--- src/hw/rtl/clcd4w_pkg.sv ---
// ============================================================================
// clcd4w_pkg
// Shared types, constants and helper functions of the character LCD 4-bit
// write controller.
// ============================================================================
package clcd4w_pkg;

   // queue geometry
   localparam int QUEUE_DEPTH   = 128;
   localparam int PTR_W         = $clog2(QUEUE_DEPTH);
   localparam int ENTRY_W       = 9;
   localparam int LINE_TWO_BASE = 64;

   // power-up sequence
   localparam logic [3:0] INIT_STEPS      = 4'd10;
   localparam logic [3:0] STEP_POWER_UP   = 4'd0;
   localparam logic [3:0] STEP_FIRST_WAKE = 4'd1;
   localparam logic [3:0] STEP_FOUR_BIT   = 4'd5;
   localparam logic [3:0] STEP_CLEAR      = 4'd7;

   // HD44780 instruction bytes
   localparam logic [7:0] LCD_CLEAR      = 8'h01;
   localparam logic [7:0] LCD_SET_DDRAM  = 8'h80;

   // request opcodes
   localparam logic [1:0] CMD_TICK   = 2'd0;
   localparam logic [1:0] CMD_CHAR   = 2'd1;
   localparam logic [1:0] CMD_CURSOR = 2'd2;
   localparam logic [1:0] CMD_CLEAR  = 2'd3;

   // configuration register indexes
   localparam int CSR_IDX_W  = 3;
   localparam int CSR_DATA_W = 16;
   localparam logic [CSR_IDX_W-1:0] CSR_POWER_UP_WAIT  = 3'd0;
   localparam logic [CSR_IDX_W-1:0] CSR_FIRST_WAKE_GAP = 3'd1;
   localparam logic [CSR_IDX_W-1:0] CSR_CLEAR_GAP      = 3'd2;
   localparam logic [CSR_IDX_W-1:0] CSR_STEP_GAP       = 3'd3;
   localparam logic [CSR_IDX_W-1:0] CSR_ENABLE_HIGH    = 3'd4;
   localparam logic [CSR_IDX_W-1:0] CSR_NIBBLE_SETTLE  = 3'd5;

   // timer load selection
   localparam logic [2:0] TL_COUNT      = 3'd0;
   localparam logic [2:0] TL_ENABLE     = 3'd1;
   localparam logic [2:0] TL_SETTLE     = 3'd2;
   localparam logic [2:0] TL_WAKE_GAP   = 3'd3;
   localparam logic [2:0] TL_CLEAR_GAP  = 3'd4;
   localparam logic [2:0] TL_STEP_GAP   = 3'd5;
   localparam logic [2:0] TL_POWER_UP   = 3'd6;

   // pin operations
   localparam logic [2:0] PIN_HOLD        = 3'd0;
   localparam logic [2:0] PIN_START_INIT  = 3'd1;
   localparam logic [2:0] PIN_START_QUEUE = 3'd2;
   localparam logic [2:0] PIN_HI_LOW      = 3'd3;
   localparam logic [2:0] PIN_LO_HIGH     = 3'd4;
   localparam logic [2:0] PIN_LO_LOW      = 3'd5;

   typedef struct packed {
      logic [1:0] cmd;
      logic [7:0] char_code;
      logic [1:0] row;
      logic [5:0] column;
   } req_type;

   typedef struct packed {
      logic       reg_select;
      logic       enable;
      logic [3:0] nibble;
      logic       init_done;
      logic       sending;
      logic       queue_full;
      logic       dropped;
   } rsp_type;

   // controller to datapath
   typedef struct packed {
      logic       load_item;
      logic       commit;
      logic [2:0] pin_op;
      logic [2:0] tl_sel;
      logic       pop;
      logic [7:0] init_byte;
      logic       init_done;
      logic       sending;
   } ctrl_cmd_type;

   // datapath to controller
   typedef struct packed {
      logic is_tick;
      logic timer_expire;
      logic queue_empty;
      logic out_free;
   } dpath_status_type;

   // advance a ring pointer with wrap at the queue depth
   function automatic logic [PTR_W-1:0] next_ptr(input logic [PTR_W-1:0] p);
      if (p == PTR_W'(QUEUE_DEPTH - 1)) begin
         return '0;
      end
      return p + 1'b1;
   endfunction

   // instruction byte of each power-up step
   function automatic logic [7:0] init_byte(input logic [3:0] step);
      logic [7:0] b;
      unique case (step)
         4'd1, 4'd2, 4'd3: b = 8'h30;
         4'd4:             b = 8'h20;
         4'd5:             b = 8'h28;
         4'd6:             b = 8'h08;
         4'd7:             b = 8'h01;
         4'd8:             b = 8'h06;
         4'd9:             b = 8'h0C;
         default:          b = 8'h00;
      endcase
      return b;
   endfunction

endpackage

--- src/hw/rtl/clcd4w_ram.sv ---
// ============================================================================
// clcd4w_ram
// Generic single-write, single-read RAM with registered read data.
// ============================================================================
module clcd4w_ram #(
   parameter int WIDTH = 8,
   parameter int DEPTH = 16
) (
   input  logic                     clock,
   input  logic                     wr_en,
   input  logic [$clog2(DEPTH)-1:0] wr_addr,
   input  logic [WIDTH-1:0]         wr_data,
   input  logic [$clog2(DEPTH)-1:0] rd_addr,
   output logic [WIDTH-1:0]         rd_data
);

   logic [WIDTH-1:0] mem_ff [DEPTH];
   logic [WIDTH-1:0] rd_data_ff;

   // write port and registered read port
   always_ff @(posedge clock) begin
      if (wr_en) begin
         mem_ff[wr_addr] <= wr_data;
      end
      rd_data_ff <= mem_ff[rd_addr];
   end

   assign rd_data = rd_data_ff;

endmodule

--- src/hw/rtl/clcd4w_dpath.sv ---
// ============================================================================
// clcd4w_dpath
// Datapath: request register, configuration registers, microsecond timer,
// pin levels, request queue and the response register.
// ============================================================================
module clcd4w_dpath (
   input  logic                                 clock,
   input  logic                                 reset,
   input  clcd4w_pkg::req_type                  req_data,
   input  logic                                 rsp_stall,
   output logic                                 rsp_valid,
   output clcd4w_pkg::rsp_type                  rsp_data,
   input  logic                                 csr_valid,
   input  logic                                 csr_ready,
   input  logic [clcd4w_pkg::CSR_IDX_W-1:0]     csr_index,
   input  logic [clcd4w_pkg::CSR_DATA_W-1:0]    csr_data,
   input  clcd4w_pkg::ctrl_cmd_type             ctrl_cmd,
   output clcd4w_pkg::dpath_status_type         dp_status
);

   localparam int PW = clcd4w_pkg::PTR_W;
   localparam int EW = clcd4w_pkg::ENTRY_W;

   clcd4w_pkg::req_type item_ff;

   logic [15:0] power_up_wait_ff, first_wake_gap_ff, clear_gap_ff, step_gap_ff;
   logic [7:0]  enable_high_ff, nibble_settle_ff;

   logic [15:0] time_left_ff, time_left_in;
   logic [7:0]  cur_byte_ff, cur_byte_in;
   logic        cur_rs_ff, cur_rs_in;
   logic        pin_rs_ff, pin_rs_in;
   logic        pin_en_ff, pin_en_in;
   logic [3:0]  pin_nib_ff, pin_nib_in;

   logic [PW-1:0] wr_ptr_ff, wr_ptr_in;
   logic [PW-1:0] rd_ptr_ff, rd_ptr_in;

   logic                rsp_valid_ff, rsp_valid_in;
   clcd4w_pkg::rsp_type rsp_data_ff, rsp_data_in;

   logic          want_push;
   logic [EW-1:0] push_entry;
   logic          full_now;
   logic          push;
   logic [EW-1:0] head_entry;
   logic [7:0]    cursor_addr;
   logic          timer_expire;
   logic [15:0]   timer_load;

   // hold the accepted request
   always_ff @(posedge clock) begin
      if (ctrl_cmd.load_item) begin
         item_ff <= req_data;
      end
   end

   // configuration registers
   always_ff @(posedge clock) begin
      if (reset) begin
         power_up_wait_ff  <= 16'd50000;
         first_wake_gap_ff <= 16'd5000;
         clear_gap_ff      <= 16'd2000;
         step_gap_ff       <= 16'd1000;
         enable_high_ff    <= 8'd1;
         nibble_settle_ff  <= 8'd37;
      end else if (csr_valid && csr_ready) begin
         case (csr_index)
            clcd4w_pkg::CSR_POWER_UP_WAIT:  power_up_wait_ff  <= csr_data;
            clcd4w_pkg::CSR_FIRST_WAKE_GAP: first_wake_gap_ff <= csr_data;
            clcd4w_pkg::CSR_CLEAR_GAP:      clear_gap_ff      <= csr_data;
            clcd4w_pkg::CSR_STEP_GAP:       step_gap_ff       <= csr_data;
            clcd4w_pkg::CSR_ENABLE_HIGH:    enable_high_ff    <= csr_data[7:0];
            clcd4w_pkg::CSR_NIBBLE_SETTLE:  nibble_settle_ff  <= csr_data[7:0];
            default: ;
         endcase
      end
   end

   // pick the timer reload value
   always_comb begin
      unique case (ctrl_cmd.tl_sel)
         clcd4w_pkg::TL_ENABLE:    timer_load = {8'd0, enable_high_ff};
         clcd4w_pkg::TL_SETTLE:    timer_load = {8'd0, nibble_settle_ff};
         clcd4w_pkg::TL_WAKE_GAP:  timer_load = first_wake_gap_ff;
         clcd4w_pkg::TL_CLEAR_GAP: timer_load = clear_gap_ff;
         clcd4w_pkg::TL_STEP_GAP:  timer_load = step_gap_ff;
         clcd4w_pkg::TL_POWER_UP:  timer_load = power_up_wait_ff;
         default:                  timer_load = '0;
      endcase
   end

   // count down on ticks, reload when the controller advances a phase
   assign timer_expire = (time_left_ff[15:1] == 15'd0);

   always_comb begin
      time_left_in = time_left_ff;
      if (ctrl_cmd.commit && (item_ff.cmd == clcd4w_pkg::CMD_TICK)) begin
         if (ctrl_cmd.tl_sel != clcd4w_pkg::TL_COUNT) begin
            time_left_in = timer_load;
         end else if (timer_expire) begin
            time_left_in = '0;
         end else begin
            time_left_in = time_left_ff - 16'd1;
         end
      end
   end

   // pin levels and the byte in flight
   always_comb begin
      cur_byte_in = cur_byte_ff;
      cur_rs_in   = cur_rs_ff;
      pin_rs_in   = pin_rs_ff;
      pin_en_in   = pin_en_ff;
      pin_nib_in  = pin_nib_ff;
      if (ctrl_cmd.commit) begin
         unique case (ctrl_cmd.pin_op)
            clcd4w_pkg::PIN_START_INIT: begin
               cur_byte_in = ctrl_cmd.init_byte;
               cur_rs_in   = 1'b0;
               pin_rs_in   = 1'b0;
               pin_en_in   = 1'b1;
               pin_nib_in  = ctrl_cmd.init_byte[7:4];
            end
            clcd4w_pkg::PIN_START_QUEUE: begin
               cur_byte_in = head_entry[7:0];
               cur_rs_in   = head_entry[8];
               pin_rs_in   = head_entry[8];
               pin_en_in   = 1'b1;
               pin_nib_in  = head_entry[7:4];
            end
            clcd4w_pkg::PIN_HI_LOW: begin
               pin_rs_in  = cur_rs_ff;
               pin_en_in  = 1'b0;
               pin_nib_in = cur_byte_ff[7:4];
            end
            clcd4w_pkg::PIN_LO_HIGH: begin
               pin_rs_in  = cur_rs_ff;
               pin_en_in  = 1'b1;
               pin_nib_in = cur_byte_ff[3:0];
            end
            clcd4w_pkg::PIN_LO_LOW: begin
               pin_rs_in  = cur_rs_ff;
               pin_en_in  = 1'b0;
               pin_nib_in = cur_byte_ff[3:0];
            end
            default: ;
         endcase
      end
   end

   // decode the queue entry of a request
   assign cursor_addr = 8'(clcd4w_pkg::LINE_TWO_BASE) + {2'b00, item_ff.column};

   always_comb begin
      want_push  = 1'b0;
      push_entry = '0;
      case (item_ff.cmd)
         clcd4w_pkg::CMD_CHAR: begin
            want_push  = 1'b1;
            push_entry = {1'b1, item_ff.char_code};
         end
         clcd4w_pkg::CMD_CURSOR: begin
            want_push  = (item_ff.row[1] == 1'b0);
            push_entry = {1'b0, clcd4w_pkg::LCD_SET_DDRAM |
                          (item_ff.row[0] ? cursor_addr : {2'b00, item_ff.column})};
         end
         clcd4w_pkg::CMD_CLEAR: begin
            want_push  = 1'b1;
            push_entry = {1'b0, clcd4w_pkg::LCD_CLEAR};
         end
         default: ;
      endcase
   end

   assign full_now = (clcd4w_pkg::next_ptr(wr_ptr_ff) == rd_ptr_ff);
   assign push     = ctrl_cmd.commit && want_push && !full_now;

   // advance the ring pointers
   always_comb begin
      wr_ptr_in = wr_ptr_ff;
      rd_ptr_in = rd_ptr_ff;
      if (push) begin
         wr_ptr_in = clcd4w_pkg::next_ptr(wr_ptr_ff);
      end
      if (ctrl_cmd.commit && ctrl_cmd.pop) begin
         rd_ptr_in = clcd4w_pkg::next_ptr(rd_ptr_ff);
      end
   end

   clcd4w_ram #(
      .WIDTH (EW),
      .DEPTH (clcd4w_pkg::QUEUE_DEPTH)
   ) u_queue (
      .clock   (clock),
      .wr_en   (push),
      .wr_addr (wr_ptr_ff),
      .wr_data (push_entry),
      .rd_addr (rd_ptr_ff),
      .rd_data (head_entry)
   );

   // response register
   always_comb begin
      rsp_data_in            = rsp_data_ff;
      rsp_data_in.reg_select = pin_rs_in;
      rsp_data_in.enable     = pin_en_in;
      rsp_data_in.nibble     = pin_nib_in;
      rsp_data_in.init_done  = ctrl_cmd.init_done;
      rsp_data_in.sending    = ctrl_cmd.sending;
      rsp_data_in.queue_full = (clcd4w_pkg::next_ptr(wr_ptr_in) == rd_ptr_in);
      rsp_data_in.dropped    = want_push && full_now;
      rsp_valid_in           = rsp_valid_ff && rsp_stall;
      if (ctrl_cmd.commit) begin
         rsp_valid_in = 1'b1;
      end
   end

   always_ff @(posedge clock) begin
      if (reset) begin
         time_left_ff <= '0;
         cur_byte_ff  <= '0;
         cur_rs_ff    <= 1'b0;
         pin_rs_ff    <= 1'b0;
         pin_en_ff    <= 1'b0;
         pin_nib_ff   <= '0;
         wr_ptr_ff    <= '0;
         rd_ptr_ff    <= '0;
         rsp_valid_ff <= 1'b0;
      end else begin
         time_left_ff <= time_left_in;
         cur_byte_ff  <= cur_byte_in;
         cur_rs_ff    <= cur_rs_in;
         pin_rs_ff    <= pin_rs_in;
         pin_en_ff    <= pin_en_in;
         pin_nib_ff   <= pin_nib_in;
         wr_ptr_ff    <= wr_ptr_in;
         rd_ptr_ff    <= rd_ptr_in;
         rsp_valid_ff <= rsp_valid_in;
      end
   end

   always_ff @(posedge clock) begin
      if (ctrl_cmd.commit) begin
         rsp_data_ff <= rsp_data_in;
      end
   end

   assign rsp_valid = rsp_valid_ff;
   assign rsp_data  = rsp_data_ff;

   assign dp_status.is_tick      = (item_ff.cmd == clcd4w_pkg::CMD_TICK);
   assign dp_status.timer_expire = timer_expire;
   assign dp_status.queue_empty  = (wr_ptr_ff == rd_ptr_ff);
   assign dp_status.out_free     = !rsp_valid_ff || !rsp_stall;

   // a write never lands on the entry at the head of a non-empty full queue
   assert property (@(posedge clock) disable iff (reset)
      push |-> !full_now)
      else $error("queue written while full");

   // a pop always leaves room in the queue
   assert property (@(posedge clock) disable iff (reset)
      (ctrl_cmd.commit && ctrl_cmd.pop) |=> !rsp_data_ff.queue_full)
      else $error("queue full right after a pop");

endmodule

--- src/hw/rtl/clcd4w_ctrl.sv ---
// ============================================================================
// clcd4w_ctrl
// Controller: request sequencing and the LCD phase / power-up state machine.
// ============================================================================
module clcd4w_ctrl (
   input  logic                         clock,
   input  logic                         reset,
   input  logic                         req_valid,
   output logic                         req_stall,
   input  clcd4w_pkg::dpath_status_type dp_status,
   output clcd4w_pkg::ctrl_cmd_type     ctrl_cmd
);

   // request sequencer states
   localparam logic SEQ_IDLE = 1'b0;
   localparam logic SEQ_EXEC = 1'b1;

   // LCD phases
   localparam logic [2:0] PH_IDLE   = 3'd0;
   localparam logic [2:0] PH_HI_EN  = 3'd1;
   localparam logic [2:0] PH_HI_SET = 3'd2;
   localparam logic [2:0] PH_LO_EN  = 3'd3;
   localparam logic [2:0] PH_LO_SET = 3'd4;
   localparam logic [2:0] PH_GAP    = 3'd5;

   logic       seq_ff, seq_in;
   logic [2:0] phase_ff, phase_in;
   logic [3:0] step_ff, step_in;
   logic       four_bit_ff, four_bit_in;

   logic       accept;
   logic       commit;
   logic       fire;
   logic [2:0] gap_sel;
   logic [2:0] pin_op;
   logic [2:0] tl_sel;
   logic       pop;

   assign accept = (seq_ff == SEQ_IDLE) && req_valid;
   assign commit = (seq_ff == SEQ_EXEC) && dp_status.out_free;
   assign fire   = commit && dp_status.is_tick && dp_status.timer_expire;

   // advance the request sequencer
   always_comb begin
      seq_in = seq_ff;
      unique case (seq_ff)
         SEQ_IDLE: if (accept) seq_in = SEQ_EXEC;
         SEQ_EXEC: if (commit) seq_in = SEQ_IDLE;
         default:  seq_in = SEQ_IDLE;
      endcase
   end

   // gap length depends on which power-up step just went out
   always_comb begin
      if (step_ff == clcd4w_pkg::STEP_FIRST_WAKE) begin
         gap_sel = clcd4w_pkg::TL_WAKE_GAP;
      end else if (step_ff == clcd4w_pkg::STEP_CLEAR) begin
         gap_sel = clcd4w_pkg::TL_CLEAR_GAP;
      end else begin
         gap_sel = clcd4w_pkg::TL_STEP_GAP;
      end
   end

   // phase machine: step once per expired timer on a tick
   always_comb begin
      phase_in    = phase_ff;
      step_in     = step_ff;
      four_bit_in = four_bit_ff;
      pin_op      = clcd4w_pkg::PIN_HOLD;
      tl_sel      = clcd4w_pkg::TL_COUNT;
      pop         = 1'b0;
      if (fire) begin
         unique case (phase_ff)
            PH_HI_EN: begin
               pin_op   = clcd4w_pkg::PIN_HI_LOW;
               tl_sel   = clcd4w_pkg::TL_SETTLE;
               phase_in = PH_HI_SET;
            end
            PH_HI_SET: begin
               if (four_bit_ff) begin
                  pin_op   = clcd4w_pkg::PIN_LO_HIGH;
                  tl_sel   = clcd4w_pkg::TL_ENABLE;
                  phase_in = PH_LO_EN;
               end else begin
                  tl_sel   = gap_sel;
                  phase_in = PH_GAP;
               end
            end
            PH_LO_EN: begin
               pin_op   = clcd4w_pkg::PIN_LO_LOW;
               tl_sel   = clcd4w_pkg::TL_SETTLE;
               phase_in = PH_LO_SET;
            end
            PH_LO_SET: begin
               tl_sel   = gap_sel;
               phase_in = PH_GAP;
            end
            PH_GAP: begin
               phase_in = PH_IDLE;
               if (step_ff < clcd4w_pkg::INIT_STEPS) begin
                  step_in = step_ff + 4'd1;
                  if (step_in == clcd4w_pkg::STEP_FOUR_BIT) begin
                     four_bit_in = 1'b1;
                  end
               end
            end
            default: begin
               // idle: power-up wait, next init byte, or next queued byte
               if (step_ff == clcd4w_pkg::STEP_POWER_UP) begin
                  tl_sel   = clcd4w_pkg::TL_POWER_UP;
                  phase_in = PH_GAP;
               end else if (step_ff < clcd4w_pkg::INIT_STEPS) begin
                  pin_op   = clcd4w_pkg::PIN_START_INIT;
                  tl_sel   = clcd4w_pkg::TL_ENABLE;
                  phase_in = PH_HI_EN;
               end else if (!dp_status.queue_empty) begin
                  pin_op   = clcd4w_pkg::PIN_START_QUEUE;
                  tl_sel   = clcd4w_pkg::TL_ENABLE;
                  pop      = 1'b1;
                  phase_in = PH_HI_EN;
               end else begin
                  phase_in = PH_IDLE;
               end
            end
         endcase
      end
   end

   always_ff @(posedge clock) begin
      if (reset) begin
         seq_ff      <= SEQ_IDLE;
         phase_ff    <= PH_IDLE;
         step_ff     <= clcd4w_pkg::STEP_POWER_UP;
         four_bit_ff <= 1'b0;
      end else begin
         seq_ff      <= seq_in;
         phase_ff    <= phase_in;
         step_ff     <= step_in;
         four_bit_ff <= four_bit_in;
      end
   end

   assign req_stall = (seq_ff != SEQ_IDLE);

   assign ctrl_cmd.load_item = accept;
   assign ctrl_cmd.commit    = commit;
   assign ctrl_cmd.pin_op    = pin_op;
   assign ctrl_cmd.tl_sel    = tl_sel;
   assign ctrl_cmd.pop       = pop;
   assign ctrl_cmd.init_byte = clcd4w_pkg::init_byte(step_ff);
   assign ctrl_cmd.init_done = (step_in >= clcd4w_pkg::INIT_STEPS);
   assign ctrl_cmd.sending   = (phase_in != PH_IDLE) &&
                               (step_in != clcd4w_pkg::STEP_POWER_UP);

   // a queued byte is only taken from a non-empty queue after init
   assert property (@(posedge clock) disable iff (reset)
      pop |-> (!dp_status.queue_empty && (step_ff >= clcd4w_pkg::INIT_STEPS)))
      else $error("pop from empty queue or during init");

   // 4-bit mode comes on only once the 4-bit switch byte has gone out
   assert property (@(posedge clock) disable iff (reset)
      four_bit_ff |-> (step_ff >= clcd4w_pkg::STEP_FOUR_BIT))
      else $error("4-bit mode before the switch step");

   // state changes only on a committed tick with an expired timer
   assert property (@(posedge clock) disable iff (reset)
      !fire |=> ($stable(phase_ff) && $stable(step_ff)))
      else $error("phase moved without an expired tick");

   // an accepted request blocks the next one
   assert property (@(posedge clock) disable iff (reset)
      accept |=> req_stall)
      else $error("request accepted back to back");

endmodule

--- src/hw/rtl/char_lcd_4bit_write_controller_core.sv ---
// ============================================================================
// char_lcd_4bit_write_controller_core
// Character LCD write controller for a 4-bit HD44780-style interface.
// ============================================================================
// Usage:
//   req_*  : one request per handshake: a microsecond tick (cmd 0) or a
//            character, cursor-position or clear request for the queue.
//   rsp_*  : one response per request: the pin levels (register select,
//            enable, D7..D4) after the request, plus init_done, sending,
//            queue_full and dropped.
//   csr_*  : register writes (index, data); csr_ready is always high.
//            Write only while no request is in flight.
// Timing: a request is taken in the idle state, worked in the execute
//   state and lands in the response register. The block takes no new
//   request until the last one has committed; a response stall holds it
//   in the execute state. The queue RAM read of the head entry is registered.
// Reset: pins low, queue empty, registers at their defaults, and the
//   power-up sequence starts on the first tick. The queue RAM needs no
//   clearing pass.
// Stall: while rsp_stall holds, the response stays in place; one more
//   request may be taken and then waits for the response register.
// ============================================================================
module char_lcd_4bit_write_controller_core (
   input  logic                              clock,
   input  logic                              reset,
   input  logic                              req_valid,
   output logic                              req_stall,
   input  clcd4w_pkg::req_type               req_data,
   output logic                              rsp_valid,
   input  logic                              rsp_stall,
   output clcd4w_pkg::rsp_type               rsp_data,
   input  logic                              csr_valid,
   output logic                              csr_ready,
   input  logic [clcd4w_pkg::CSR_IDX_W-1:0]  csr_index,
   input  logic [clcd4w_pkg::CSR_DATA_W-1:0] csr_data
);

   clcd4w_pkg::ctrl_cmd_type     ctrl_cmd;
   clcd4w_pkg::dpath_status_type dp_status;

   // registers are always writable
   assign csr_ready = 1'b1;

   clcd4w_ctrl u_ctrl (
      .clock     (clock),
      .reset     (reset),
      .req_valid (req_valid),
      .req_stall (req_stall),
      .dp_status (dp_status),
      .ctrl_cmd  (ctrl_cmd)
   );

   clcd4w_dpath u_dpath (
      .clock     (clock),
      .reset     (reset),
      .req_data  (req_data),
      .rsp_stall (rsp_stall),
      .rsp_valid (rsp_valid),
      .rsp_data  (rsp_data),
      .csr_valid (csr_valid),
      .csr_ready (csr_ready),
      .csr_index (csr_index),
      .csr_data  (csr_data),
      .ctrl_cmd  (ctrl_cmd),
      .dp_status (dp_status)
   );

endmodule
--- config.mk ---
export PLATFORM = sky130hd
export DESIGN_NAME = char_lcd_4bit_write_controller_core
export DESIGN_NICKNAME = d
export VERILOG_FILES = /design/src/hw/rtl/clcd4w_pkg.sv /design/src/hw/rtl/clcd4w_ram.sv /design/src/hw/rtl/clcd4w_dpath.sv /design/src/hw/rtl/clcd4w_ctrl.sv /design/src/hw/rtl/char_lcd_4bit_write_controller_core.sv
export SDC_FILE = /design/constraint.sdc
export NUM_CORES = 2
export LEC_CHECK = 0
export BUFFER_PORTS_ARGS = -buffer_cell sky130_fd_sc_hd__buf_2
export CAP_MARGIN = 20
export CELL_PAD_IN_SITES_DETAIL_PLACEMENT = 1
export CELL_PAD_IN_SITES_GLOBAL_PLACEMENT = 2
export CORE_UTILIZATION = 55
export CTS_BUF_LIST = sky130_fd_sc_hd__clkbuf_2
export DETAILED_ROUTE_END_ITERATION = 8
export PLACE_DENSITY = 0.89
export SLEW_MARGIN = 25
export SYNTH_ARGS = -nofsm -noshare
export SYNTH_HDL_FRONTEND = slang
export SYNTH_SLANG_ARGS = --single-unit
--- constraint.sdc ---
create_clock -name clock -period 11.15 [get_ports clock]
set_input_delay 0.5575 -clock clock [delete_from_list [all_inputs] [get_ports clock]]
set_output_delay 0.5575 -clock clock [all_outputs]
set_load 0.03 [all_outputs]
-- Word level (Yosys, flattened, before mapping)
Memory sizes are Yosys's and may differ from the RTL's. A register that Yosys moved wholly into a read port is not among the register bits.
Cells that the tools add are included.
- output and inout bits: 13
- memories kept: 2
- logic and storage cells: 174
- memory bits (read-only): 96
- RAM bits: 1152
- register bits: 163
- input port bits: 42
- memory list (memory ; words ; bits a word ; read ports ; clocked after Yosys merged registers in ; wr ports ; line ; RTL):
    u_dpath.u_queue.mem_ff ; 128 ; 9 ; 1 ; 1 ; 1 ; clcd4w_ram.sv:17 ; logic [WIDTH-1:0] mem_ff [DEPTH];
    (no name shown) ; 16 ; 6 ; 1 ; 1 ; 0 ; clcd4w_pkg.sv:106 ; unique case (step)
- $lt $le $gt $ge: 2
- $add $sub $neg: 6
- reduce and logical (&&, ||, !) cells: 38
- bitwise logic cells: 2
- mux-type cells: 61
- eq/ne operators: 33
- operators by type and width (operator ; number):
    16-bit one-hot mux with 6 select lines ; 1
    7-bit 2-to-1 mux ; 10
    3-bit 2-to-1 mux ; 12
    16-bit 2-to-1 mux ; 2
    3-bit equality test (second input constant) ; 9
    9-bit one-hot mux with 3 select lines ; 1
    3-bit by 2-bit equality test with 1-bit output (second input constant) ; 8
    3-bit one-hot mux with 4 select lines ; 2
    7-bit by 1-bit adder with 7-bit output (second input constant) ; 3
    7-bit equality test ; 3
    7-bit equality test (second input constant) ; 3
    4-bit 2-to-1 mux ; 5
    1-bit 2-to-1 mux ; 19
    4-bit one-hot mux with 4 select lines ; 1
    8-bit one-hot mux with 2 select lines ; 1
    16-bit by 1-bit subtractor with 16-bit output (second input constant) ; 1
    15-bit zero test ; 1
    3-bit one-hot mux with 5 select lines ; 1
    2-bit AND reduction ; 7
    3-bit by 1-bit equality test with 1-bit output (second input constant) ; 4
    1-bit logical AND ; 10
    2-bit OR reduction ; 5
    4-bit by 3-bit equality test with 1-bit output (second input constant) ; 2
    1-bit one-hot mux with 2 select lines ; 4
    21 further kinds ; 27

-- Depth between registers and ports, before layout
- depth in word-level cells: 13
- depth in mapped cells: 17
- mapped depth without buffers: 15

-- By module
From an unflattened synthesis, not the netlist that was laid out.
- cells, all modules: 2861
- area total of the unflattened synthesis: 53206.0 um^2
- by module, submodules not included (module ; times used ; area an instance (um^2) ; cells each ; seq. area each (um^2)):
    clcd4w_ram ; 1 ; 44529.0 ; 1816 ; 34773.4
    clcd4w_dpath ; 1 ; 7516.0 ; 901 ; 3363.2
    clcd4w_ctrl ; 1 ; 1149.9 ; 142 ; 300.3
    char_lcd_4bit_write_controller_core ; 1 ; 11.3 ; 2 ; 0.0

-- Worst setup path before layout
No wires, ideal clock.
- path type: reg-to-reg
- from: register u_dpath.item_ff[17] (netlist name)
- to: memory u_dpath.u_queue.mem_ff[0][1] (netlist name), data pin
- data required time: 10.617 ns
- setup slack: 6.021 ns
- period minus slack after synthesis: 5.129 ns
- stages on the path, launching flop included: 4
- buffers on the path: 1
- setup time: 0.533 ns
- data arrival time: 4.597 ns
- path through: edfxtp_1 > nor2b_1 > clkbuf_1 > a22o_1
- cells in the longest elaborated chain, start to end: 2
- elaborated cells between the ends (all ways): 4
- classes of those cells: eq/ne: 3; mux: 1
- RTL lines (item ; line ; RTL):
    from (decl) ; clcd4w_dpath.sv:24 ; clcd4w_pkg::req_type item_ff;
    from (signal assigned) ; clcd4w_dpath.sv:54 ; item_ff <= req_data;
    2-bit equality test / 2-bit by 1-bit equality test with 1-bit output (equally long branches) ; clcd4w_dpath.sv:158 ; case (item_ff.cmd)
    9-bit one-hot mux with 3 select lines (*) ; clcd4w_dpath.sv:158 ;
    via u_dpath.push_entry[1] ; clcd4w_dpath.sv:43 ; logic [EW-1:0] push_entry;
    to (decl) ; clcd4w_ram.sv:17 ;
The timed path passes the listed nets; every way through them passes the cells marked *.

-- Final worst setup path
- from: register u_dpath.wr_ptr_ff[0]
- to: memory u_dpath.u_queue.mem_ff[46][6] (netlist name) (enable)
- cells in the longest elaborated chain, start to end: 8
- elaborated cells between the ends (all ways): 9
- classes of those cells: add/sub: 1; eq/ne: 2; mux: 4; reduce/logical: 2
- RTL lines (item ; line ; RTL):
    from (decl) ; clcd4w_dpath.sv:36 ; logic [PW-1:0] wr_ptr_ff, wr_ptr_in;
    from (signal assigned) ; clcd4w_dpath.sv:237 ; wr_ptr_ff <= wr_ptr_in;
    parallel branches: the longest is 8 deep, another holds 7-bit by 1-bit adder with 7-bit output ; -- ;
Parallel ways; which one is timed is not known.

==> results.sh <==
export IMPL_drt_pre_antenna_iters=6
export IMPL_rsz0062_at_grt="no"
export IMPL_clock_latency_ns=1.59
export IMPL_clock_sinks=1330
export IMPL_portBuffers=53
export IMPL_p_per_area_mw_per_mm2=156
export IMPL_cts_setup_buffers=0
export IMPL_cp_start_kind="flop"
export IMPL_synth_simple_area_share_pct=5.33
export IMPL_synth_commonest_cells="1180 x edfxtp_1, 378 x mux4_2, 240 x nand2_1"
export IMPL_rows=113
export IMPL_synth_area_leaders="edfxtp_1 67%, mux4_2 16%, dfxtp_1 5.7%, nand2_1 1.7%, nor2_1 1.6%"
export IMPL_ir_drop_mv=0.109
export IMPL_ioPinCount=55
export IMPL_critPathRequiredTime_ns=12.17
export IMPL_syn_avg_cell_area_um2=18.9
export IMPL_path_depth=9
export IMPL_setup_viol=0
export IMPL_p_leak_nw=18.8
export IMPL_post_place_ws_ns=5.47
export IMPL_cts_resized=0
export IMPL_grt_use_total_pct=30.3
export IMPL_finalPower_mw=9.12
export IMPL_postRouteAntennaNets=0
export IMPL_netlist_area_leader_share_pct=67.3
export IMPL_r2r_cells=9
export IMPL_reg2reg_from="u_dpath.wr_ptr_ff[0]"
export IMPL_critical_path_top_delay_family="simple AND/OR/NAND/NOR gates"
export IMPL_drv_slew=0
export IMPL_rrSetupSlack_ns=5.74
export IMPL_grt_remaining_overflow=0
export IMPL_status="completed"
export IMPL_worst_pin_slew_ns=1.13
export IMPL_synthArstFlopShare_pct=0
export IMPL_path_max_fanout=16
export IMPL_drt_drc_violations_left=0
export IMPL_ys_seq_area_share_pct=73.0
export IMPL_synthFlopType="edfxtp_1"
export IMPL_muxShareOfSynthArea_pct=16.7
export IMPL_clk_pin_slew_ns=0.17
export IMPL_slowest_delay_ns=1.12
export IMPL_cts_tree="built"
export IMPL_drt_vias_per_instance=6.38
export IMPL_whs_path_depth=3
export IMPL_start_util_pct=55.5
export IMPL_wirelength_mm=145
export IMPL_chipHeight_um=311
export IMPL_synth_most_common_cell="edfxtp_1"
export IMPL_hp_class="in -> reg"
export IMPL_synth_edff_count=1180
export IMPL_netlist_area_mm2=0.0526
export IMPL_max_slew_margin_pct=24.7
export IMPL_place_hpwl_mm=83.0
export IMPL_finalCriticalPeriod_ns=5.41
export IMPL_yosys_warnings=0
export IMPL_area_growth_pct=10.9
export IMPL_gp_congestion=0.842
export IMPL_grt_max_degree=101
export IMPL_first_global_vias=31556
export IMPL_wl_per_cell_um=30.9
export IMPL_syn_instance_count=2788
export IMPL_htree_levels=5
export IMPL_clockBufferDepth=4
export IMPL_cp_end_kind="flop"
export IMPL_die_x_um=311
export IMPL_clockRootBuffer="clkbuf_2"
export IMPL_via_count=29870
export IMPL_synth_seq_cells=1330
export IMPL_ys_types=74
export IMPL_synthXorXnorAreaFrac_pct=0.670
export IMPL_crit_path_start="u_dpath.wr_ptr_ff[0]"
export IMPL_r2r_end="u_dpath.u_queue.mem_ff[46][6]"
export IMPL_synth_top_family_by_area="multiplexers"
export IMPL_cp_endpoint="u_dpath.u_queue.mem_ff[46][6]"
export IMPL_die_area_mm2=0.0969
export IMPL_fmaxAchievable_ghz=0.185
export IMPL_syn_nets=2840
export IMPL_grt_first_pass_wirelength_mm=212
export IMPL_slowest_stage="nor2_1"
export IMPL_nNetsFinal=3216
export IMPL_finClkSkew_ns=0.207
export IMPL_hold_violations=0
export IMPL_path_cells="ha_1 -> nand3_1 -> o211ai_1 -> o22ai_1 -> o2111ai_2 -> nand2_1 -> nor2_1 -> nand3_2 -> nor2_1"
export IMPL_setup_ws_ns=5.74
export IMPL_worstPathArrival_ns=6.43
export IMPL_worst_path_most_repeated_cell="nor2_1"
export IMPL_period_share_pct=48.5
export IMPL_antenna_found_initial=7
export IMPL_synth_compound_area_share_pct=2.68
export IMPL_drive_above_1_share_pct=31.2
export IMPL_core_area_mm2=0.0949
export IMPL_timing_setup_tns_ns=0
export IMPL_cts_made_buffers=335
export IMPL_crit_type="reg -> reg"
export IMPL_drt_iter0_markers=3329
export IMPL_synth_fa_ha_area_share_pct=0.238
export IMPL_yosysTopAreaCell="edfxtp_1"
export IMPL_critPathBufInv=0
export IMPL_utilization_pct=61.5
export IMPL_drv_cap=0
[state kept, by name, summed over array words and instances, names as in the netlist, 3 cells and up]
name                       flops
u_dpath.pin_nib_ff             4
u_dpath.time_left_ff          16
u_dpath.wr_ptr_ff              7
u_dpath.u_queue.rd_data        9
u_dpath.step_gap_ff           16
u_dpath.item_ff               18
u_ctrl.ctrl_cmd                6
u_dpath.enable_high_ff         8
u_ctrl.phase_ff                3
u_dpath.rsp_data              10
u_dpath.rd_ptr_ff              7
u_dpath.cur_byte_ff            8
u_dpath.nibble_settle_ff       8
u_dpath.u_queue.mem_ff      1152
u_dpath.power_up_wait_ff      16
u_dpath.first_wake_gap_ff     16
u_dpath.clear_gap_ff          16
u_ctrl.step_ff                 4
[worst min-delay path: stages]
cell           delay [ns]
dlygate4sd3_1        0.53
buf_2                0.10
dlygate4sd3_1        0.53
[layout make-up]
type	count	area (um^2)
antenna	3	7.51
clock buffer	498	2490
clock inverter	88	507
fill	8432	36500
inverter	13	51.3
multi-input combinational	1290	13600
sequential	1330	38400
tap	1265	1580
timing repair buffer	194	1630
[cells in the final DEF, fill, tap and decap left out, types with 8 or more instances in the layout]
cell and instances:
edfxtp_1 1180, clkbuf_2 498, mux4_2 378, nand2_1 240, nor2_1 209, dfxtp_1 147, dlygate4sd3_1 96, a21oi_1 81
clkinv_1 69, buf_2 52, buf_4 38, nand3b_1 35, nor3_1 28, nand3_1 27, mux2_2 25, xnor2_1 21
o21ai_0 20, nor2b_1 17, a221oi_1 16, a22oi_1 15, xor2_1 14, inv_1 12, nor2_2 12, a311oi_1 10
a221o_1 10, ha_1 10, nand2b_1 9, and2_1 8, and3_1 8
[through the flow]
| step | cells | area (um^2) | hold WS [ns] |
|---|---|---|---|
| floorplan | 2788 | 52600 | 0.432 |
| global placement | 3994 | 54300 | 0.439 |
| detailed placement | 3995 | 54300 | 0.447 |
| CTS | 4677 | 58300 | 0.0444 |
| global route | 4679 | 58400 | 0.143 |
| finish | 4681 | 58400 | 0.214 |
[power by group]
group,leakage [nW],switching [mW],internal [mW]
combinational,4.51,0.228,0.0792
sequential,11.9,0.0203,5.47
clock,2.31,2.00,1.32
[metal layers]
metal  track usage [%]  wire length, um  vias up  share of wire (%)
li1                  -                -    12178                  -
met1              39.7            53800    15570                 37
met2              48.6            71900     1765                 50
met3              7.23            12900      347                8.9
met4              13.4             5940       10                4.1
met5                 0               59        -              0.041
[kinds of logic (layout without fill, tap and decap cells)]
family          count (synthesis)  count (layout)
fa+ha+maj                      10              10
xor+xnor                       37              37
flops                        1330            1330
other cells                     1               4
simple gates                  629             629
buf+inv                       168             793
compound gates                208             208
mux                           405             405
[how the worst min path moves through the flow]
stage	startpoint	end	slack, ns
2_1_floorplan	u_dpath.clear_gap_ff[10]	u_dpath.clear_gap_ff[10]	0.43
3_3_place_gp	u_dpath.clear_gap_ff[11]	u_dpath.clear_gap_ff[11]	0.44
3_5_place_dp	u_dpath.clear_gap_ff[3]	u_dpath.clear_gap_ff[3]	0.45
4_1_cts	csr_index[2]	u_dpath.nibble_settle_ff[4]	0.04
5_1_grt	req_data[12]	u_dpath.item_ff[12]	0.14
6_report	req_data[12]	u_dpath.item_ff[12]	0.21
[repair_timing]
item	4_1_cts	5_1_grt
setup endpoints to repair	0	0
hold buffers	96	0
hold endpoints to repair	185	0
(Power assumes the default switching activity.)
